`src/rtl/core/pgc_pkg.sv`:
```
// Shared constants, control struct and width helper for the payload gravity
// compensation block. No dependencies; all rtl/core files but pgc_if use it.
package pgc_pkg;

  localparam int MASS_W = 16;
  localparam int COM_W  = 18;
  localparam int CFG_IDX_W = 3;

  // -9.81 m/s^2 in Q16, negated so the lanes multiply directly
  localparam int GRAV_W = 21;
  localparam logic signed [GRAV_W-1:0] NEG_GRAV = -21'sd642908;

  // right shifts of the rounding steps
  localparam int W_SHIFT = 16;
  localparam int G_SHIFT = 16;
  localparam int F_SHIFT = 14;
  localparam int T_SHIFT = 12;

  localparam int LANES        = 3;
  localparam int WRENCH_AXES  = 6;
  localparam int LANE_STAGES  = 6;
  localparam int MERGE_STAGES = 3;

  // register indexes of the configuration port
  localparam logic [CFG_IDX_W-1:0] CFG_MASS     = 3'd0;
  localparam logic [CFG_IDX_W-1:0] CFG_COM_X    = 3'd1;
  localparam logic [CFG_IDX_W-1:0] CFG_COM_Y    = 3'd2;
  localparam logic [CFG_IDX_W-1:0] CFG_COM_Z    = 3'd3;
  localparam logic [CFG_IDX_W-1:0] CFG_ROT_ROW0 = 3'd4;
  localparam logic [CFG_IDX_W-1:0] CFG_ROT_ROW1 = 3'd5;
  localparam logic [CFG_IDX_W-1:0] CFG_ROT_ROW2 = 3'd6;
  localparam logic [CFG_IDX_W-1:0] CFG_SUB_MODE = 3'd7;

  // raw reset bits of the sensor rotation rows
  localparam logic [63:0] ROT_ROW0_RST = 64'd65536;
  localparam logic [63:0] ROT_ROW1_RST = 64'd4294967296;
  localparam logic [63:0] ROT_ROW2_RST = 64'd1125899906842624;

  typedef struct packed {
    logic adv;       // pipeline moves one stage
    logic sub_mode;  // 1: subtract load wrench, 0: add it
  } pgc_ctrl_t;

  // width of the rounded load force out of a lane
  function automatic int force_w(input int rot_w);
    int w;
    w = 2 * rot_w + 2;        // three-term dot product
    w = w + 1 - W_SHIFT;      // rounded direction
    w = w + GRAV_W;           // times gravity
    w = w + 1 - G_SHIFT;      // rounded gravity
    w = w + MASS_W + 1;       // times mass
    w = w + 1 - F_SHIFT;      // rounded force
    return w;
  endfunction

endpackage

```
`src/rtl/core/pgc_lane.sv`:
```
// One force axis: gravity direction dot product, gravity scale, mass scale.
// Six register stages, all moving on adv_i. Depends on pgc_pkg.
module pgc_lane #(
  parameter int ROT_WIDTH = 18
) (
  input  logic                                    clk_i,
  input  logic                                    adv_i,
  input  logic [3*ROT_WIDTH-1:0]                  e_i,     // r20, r21, r22 from low bits
  input  logic [3*ROT_WIDTH-1:0]                  s_i,     // S[0][i], S[1][i], S[2][i]
  input  logic [pgc_pkg::MASS_W-1:0]              mass_i,
  output logic signed [pgc_pkg::force_w(ROT_WIDTH)-1:0] force_o
);

  localparam int P_W   = 2 * ROT_WIDTH;
  localparam int SUM_W = P_W + 2;
  localparam int W16_W = SUM_W + 1 - pgc_pkg::W_SHIFT;
  localparam int GP_W  = W16_W + pgc_pkg::GRAV_W;
  localparam int G_W   = GP_W + 1 - pgc_pkg::G_SHIFT;
  localparam int MF_W  = G_W + pgc_pkg::MASS_W + 1;
  localparam int F_W   = pgc_pkg::force_w(ROT_WIDTH);

  localparam logic signed [SUM_W:0] W_HALF = (SUM_W+1)'(1) <<< (pgc_pkg::W_SHIFT - 1);
  localparam logic signed [GP_W:0]  G_HALF = (GP_W+1)'(1) <<< (pgc_pkg::G_SHIFT - 1);
  localparam logic signed [MF_W:0]  F_HALF = (MF_W+1)'(1) <<< (pgc_pkg::F_SHIFT - 1);

  logic signed [ROT_WIDTH-1:0] e_s [3];
  logic signed [ROT_WIDTH-1:0] s_s [3];
  logic signed [P_W-1:0]       prod_d [3];
  logic signed [P_W-1:0]       prod_q [3];
  logic signed [SUM_W:0]       w_rnd, w_sh;
  logic signed [W16_W-1:0]     w16_d, w16_q;
  logic signed [GP_W-1:0]      gp_d, gp_q;
  logic signed [GP_W:0]        g_rnd, g_sh;
  logic signed [G_W-1:0]       g_d, g_q;
  logic signed [pgc_pkg::MASS_W:0] mass_s;
  logic signed [MF_W-1:0]      mf_d, mf_q;
  logic signed [MF_W:0]        f_rnd, f_sh;
  logic signed [F_W-1:0]       f_d, f_q;

  always_comb begin
    for (int k = 0; k < 3; k++) begin
      e_s[k]    = e_i[k*ROT_WIDTH +: ROT_WIDTH];
      s_s[k]    = s_i[k*ROT_WIDTH +: ROT_WIDTH];
      prod_d[k] = P_W'(e_s[k]) * P_W'(s_s[k]);
    end
  end

  always_comb begin
    w_rnd = (SUM_W+1)'(prod_q[0]) + (SUM_W+1)'(prod_q[1])
          + (SUM_W+1)'(prod_q[2]) + W_HALF;
    w_sh  = w_rnd >>> pgc_pkg::W_SHIFT;
    w16_d = w_sh[W16_W-1:0];

    gp_d  = GP_W'(w16_q) * GP_W'(pgc_pkg::NEG_GRAV);

    g_rnd = (GP_W+1)'(gp_q) + G_HALF;
    g_sh  = g_rnd >>> pgc_pkg::G_SHIFT;
    g_d   = g_sh[G_W-1:0];

    mass_s = $signed({1'b0, mass_i});
    mf_d   = MF_W'(g_q) * MF_W'(mass_s);

    f_rnd = (MF_W+1)'(mf_q) + F_HALF;
    f_sh  = f_rnd >>> pgc_pkg::F_SHIFT;
    f_d   = f_sh[F_W-1:0];
  end

  always_ff @(posedge clk_i) begin
    if (adv_i) begin
      prod_q <= prod_d;
      w16_q  <= w16_d;
      gp_q   <= gp_d;
      g_q    <= g_d;
      mf_q   <= mf_d;
      f_q    <= f_d;
    end
  end

  assign force_o = f_q;

endmodule

```
`config.mk`:
```
export PLATFORM = sky130hd
export DESIGN_NAME = pgc_lane
export DESIGN_NICKNAME = d
export VERILOG_FILES = /design/src/rtl/core/pgc_pkg.sv /design/src/rtl/core/pgc_lane.sv
export SDC_FILE = /design/constraint.sdc
export NUM_CORES = 2
export LEC_CHECK = 0
export ABC_AREA = 1
export BUFFER_PORTS_ARGS = -buffer_cell sky130_fd_sc_hd__buf_2
export CORE_MARGIN = 2
export CORE_UTILIZATION = 35
export CTS_BUF_LIST = sky130_fd_sc_hd__clkbuf_8
export DETAILED_ROUTE_END_ITERATION = 7
export GPL_ROUTABILITY_DRIVEN = 0
export HOLD_SLACK_MARGIN = 0.05
export PLACE_DENSITY = 0.48
export SYNTH_ARGS = -nofsm -noshare
export SYNTH_HDL_FRONTEND = slang
export SYNTH_SLANG_ARGS = --single-unit
```
`constraint.sdc`:
```
create_clock -name clk_i -period 7.36 [get_ports clk_i]
set_input_delay 2.208 -clock clk_i [delete_from_list [all_inputs] [get_ports clk_i]]
set_output_delay 2.208 -clock clk_i [all_outputs]
set_load 0.02 [all_outputs]
```
==> results.toml <==
[outcome]
status = "finished, final reports clean"

[finish]
multi_input_area_sq_um = 56940
final_common_cell = "inv_1"
fin_nets = 12400
seqCellArea_sq_um = 7657
mostFrequentLayoutCells = "inv_1, nand2_1, fa_1"
drive_gt1_frac = 0.1085
stdcell_area_sq_um = 87060
fillers = 22240
synthToLayoutAreaGrowth_pct = 14.19

[logic_synthesis]
synth_enable_flop_cells = 255
ys_types = 47
synth_compound_area_frac = 0.03622
synth_seq_area_share = 0.1004
ys_ff_latch = 255
yosysWarnings = 0
synthFlopType = "edfxtp_1"
synth_top_family_by_area = "adder cells"
synthMuxAreaShare = 0.0001313
ys_async_sr_fraction = 0
syn_inst = 9330
synth_nets = 11720
synth-simple-area-share = 0.1565
syn_area_sq_um = 76240
synth_xor_area_frac = 0.02505
syn_area_per_cell_sq_um = 8.171
synth-adder-area-share = 0.5281

[clocking]
clk_latency_ns = 0.69
numCtsBuffers = 49
clk_path_buf_depth = 3
cts_root_buf = "clkbuf_8"
cts_tree = "yes"
cts_sinks = 255
h-tree-depth = 2
hold_buffers = 0
clk_pin_slew_ns = 0.06

[global_routing]
overflow = 0
track_usage = 0.1893
first_global_vias = 63610
antenna_found_initial = 16
grt_pass1_wl_mm = 337.7
grt_max_degree = 73

[timing]
drv_slew = 0
worst_pin_slew_ns = 0.9582
rsz0062_at_grt = "no"
final.period_utilization = 0.9679
setup_violations = 0
hold_viol = 0
max_freq_mhz = 140.4
fin_worst_skew_ns = 0.03079
setup_ws_ns = 0.2360
period_needed_ns = 7.124
slew-limit-headroom = 0.3612

[routing]
route.detailed.wl_per_inst_um = 15.66
first_pass_iters = 5
num_vias = 58010
drt-vias-per-instance = 4.495
wl_mm = 202.1
dr.first_iter.drc_count = 2736
drc = 0
postRouteAntennaNets = 0

[worst_setup_path]
timing.rr.end = "mf_q[37]"
cp.required_ns = 7.77
end_kind = "flip-flop"
reg2reg_from = "g_q[14]"
ff2ff_path_depth = 19
regToRegSetupSlack_ns = 1.14
cp.arrival_ns = 7.54
worstPathMaxFanout = 16
start_kind = "input port"
path_cells = "buf_4 -> buf_4 -> buf_4 -> buf_4 -> nand2_1 -> inv_1 -> fa_1 -> inv_1 -> fa_1 -> fa_1 -> fa_1 -> inv_1 -> fa_1 -> fa_1 -> ha_4 -> nand2_1 -> nor2_2 -> nand2_1 -> o211ai_1 -> buf_4 -> buf_4 -> inv_1 -> o21bai_1 -> xor2_1"
critPathKind = "in2reg"
cp_slowest_stage_delay_ns = 0.56
cpMaxStageDelayCell = "fa_1"

[floorplan]
die_w_um = 470.7
initial_core_util = 0.3517
die-area_sq_um = 221600
core_area_sq_um = 216700
fp.dieH_um = 470.7
row_count = 171
pin_count = 159

[flow_run]
drv_cap = 0

[placed_design]
place_area_sq_um = 85820
hpwl_mm = 181.7
dp_worst_setup_slack_ns = -0.5968
port_buffers = 158

[min_path]
hold_path_end = "force_o[32]"
min_path_type = "reg2reg"
holdPathStages = 2
hp-start = "mf_q[45]"
-- logic make-up (layout without fill, tap and decap cells) --
group           after synthesis  in the layout
fa+ha+maj                  2264           2264
compound gates              493            493
buf+inv                    3118           3833
flops                       255            255
xor+xnor                    218            218
other cells                   0              6
simple gates               2981           2981
mux                           1              1
-- worst max-delay path, delay by kind of cell --
kind,cells,cell delay [ns]
xor+xnor,1,0.09
buf+inv,10,1.16
compound gates,2,0.41
simple gates,4,0.38
fa+ha+maj,7,3.27
-- flip-flops by register name, indices dropped and copies added (netlist names) --
| signal | flops |
|---|---|
| force_o | 33 |
| g_q | 29 |
| prod_q | 108 |
| mf_q | 33 |
| gp_q | 29 |
| w16_q | 23 |
-- layer usage --
metal,global-route usage,up-vias,part of all wire
li1,-,28200,-
met4,0.03616,12,0.018
met3,0.01618,219,0.033
met5,0,-,0.00040
met1,0.2423,28640,0.43
met2,0.3475,934,0.52
-- worst max-delay path by stage --
stage          startpoint  slack, ns  depth (start not counted)         end
2_1_floorplan     e_i[53]      -0.04                         22  prod_q[32]
3_3_place_gp      s_i[42]      -0.53                         23  prod_q[26]
3_5_place_dp    mass_i[2]      -0.60                         20    mf_q[37]
4_1_cts         mass_i[2]       0.13                         20    mf_q[29]
5_1_grt           e_i[35]      0.006                         19  prod_q[71]
6_report        mass_i[6]       0.24                         24    mf_q[29]
-- cell type report --
type	count	share of cell area
repair buffers	945	0.08253
flip-flops and latches	255	0.08796
clock inverters	40	0.005835
inverters	2799	0.1207
multi-input cells	5957	0.6540
well taps	2854	0.04102
clock buffers	49	0.007747
diodes	6	0.0001725
-- Yosys cell counts, drive strengths merged (3+ instances only) --
master  number  share of area
nor4        10        0.00082
clkbuf     297          0.015
edfxtp     255           0.10
inv       2796           0.14
a21boi      12         0.0012
nand3b       8        0.00079
clkinv       3        0.00015
o31ai        3        0.00030
nand3      182          0.012
or2         22         0.0018
buf         22         0.0011
xnor2       78         0.0090
o21ai      135         0.0090
o211ai       5        0.00049
and3         6        0.00049
o21bai      32         0.0032
fa        1590           0.42
xor2       140          0.016
nand4       52         0.0043
nor3        63         0.0046
o21a        18         0.0018
a21o        32         0.0032
a31oi       13         0.0011
ha         673           0.11
nor2       397          0.021
nand2     2237           0.11
and2         4        0.00033
a21oi      239          0.016
-- timing repair --
item,CTS,global route
endpoints found under the setup margin,0,21
buffers inserted,0,1
resized for setup,0,14
-- metrics by stage --
step / instances / setup TNS (ns) / util / hold slack [ns]
CTS: 12900 / 0 / 0.4014 / 0.6234
detailed placement: 12810 / -31.80 / 0.3960 / 0.6072
global placement: 12810 / -30.01 / 0.3960 / 0.6005
finish: 12910 / 0 / 0.4017 / 0.6029
global route: 12900 / 0 / 0.4016 / 0.6453
floorplan: 9330 / -0.04105 / - / 0.5263
Power is not shown: default switching activity piles up to over one toggle a cycle in this logic, so the estimate is an artifact.
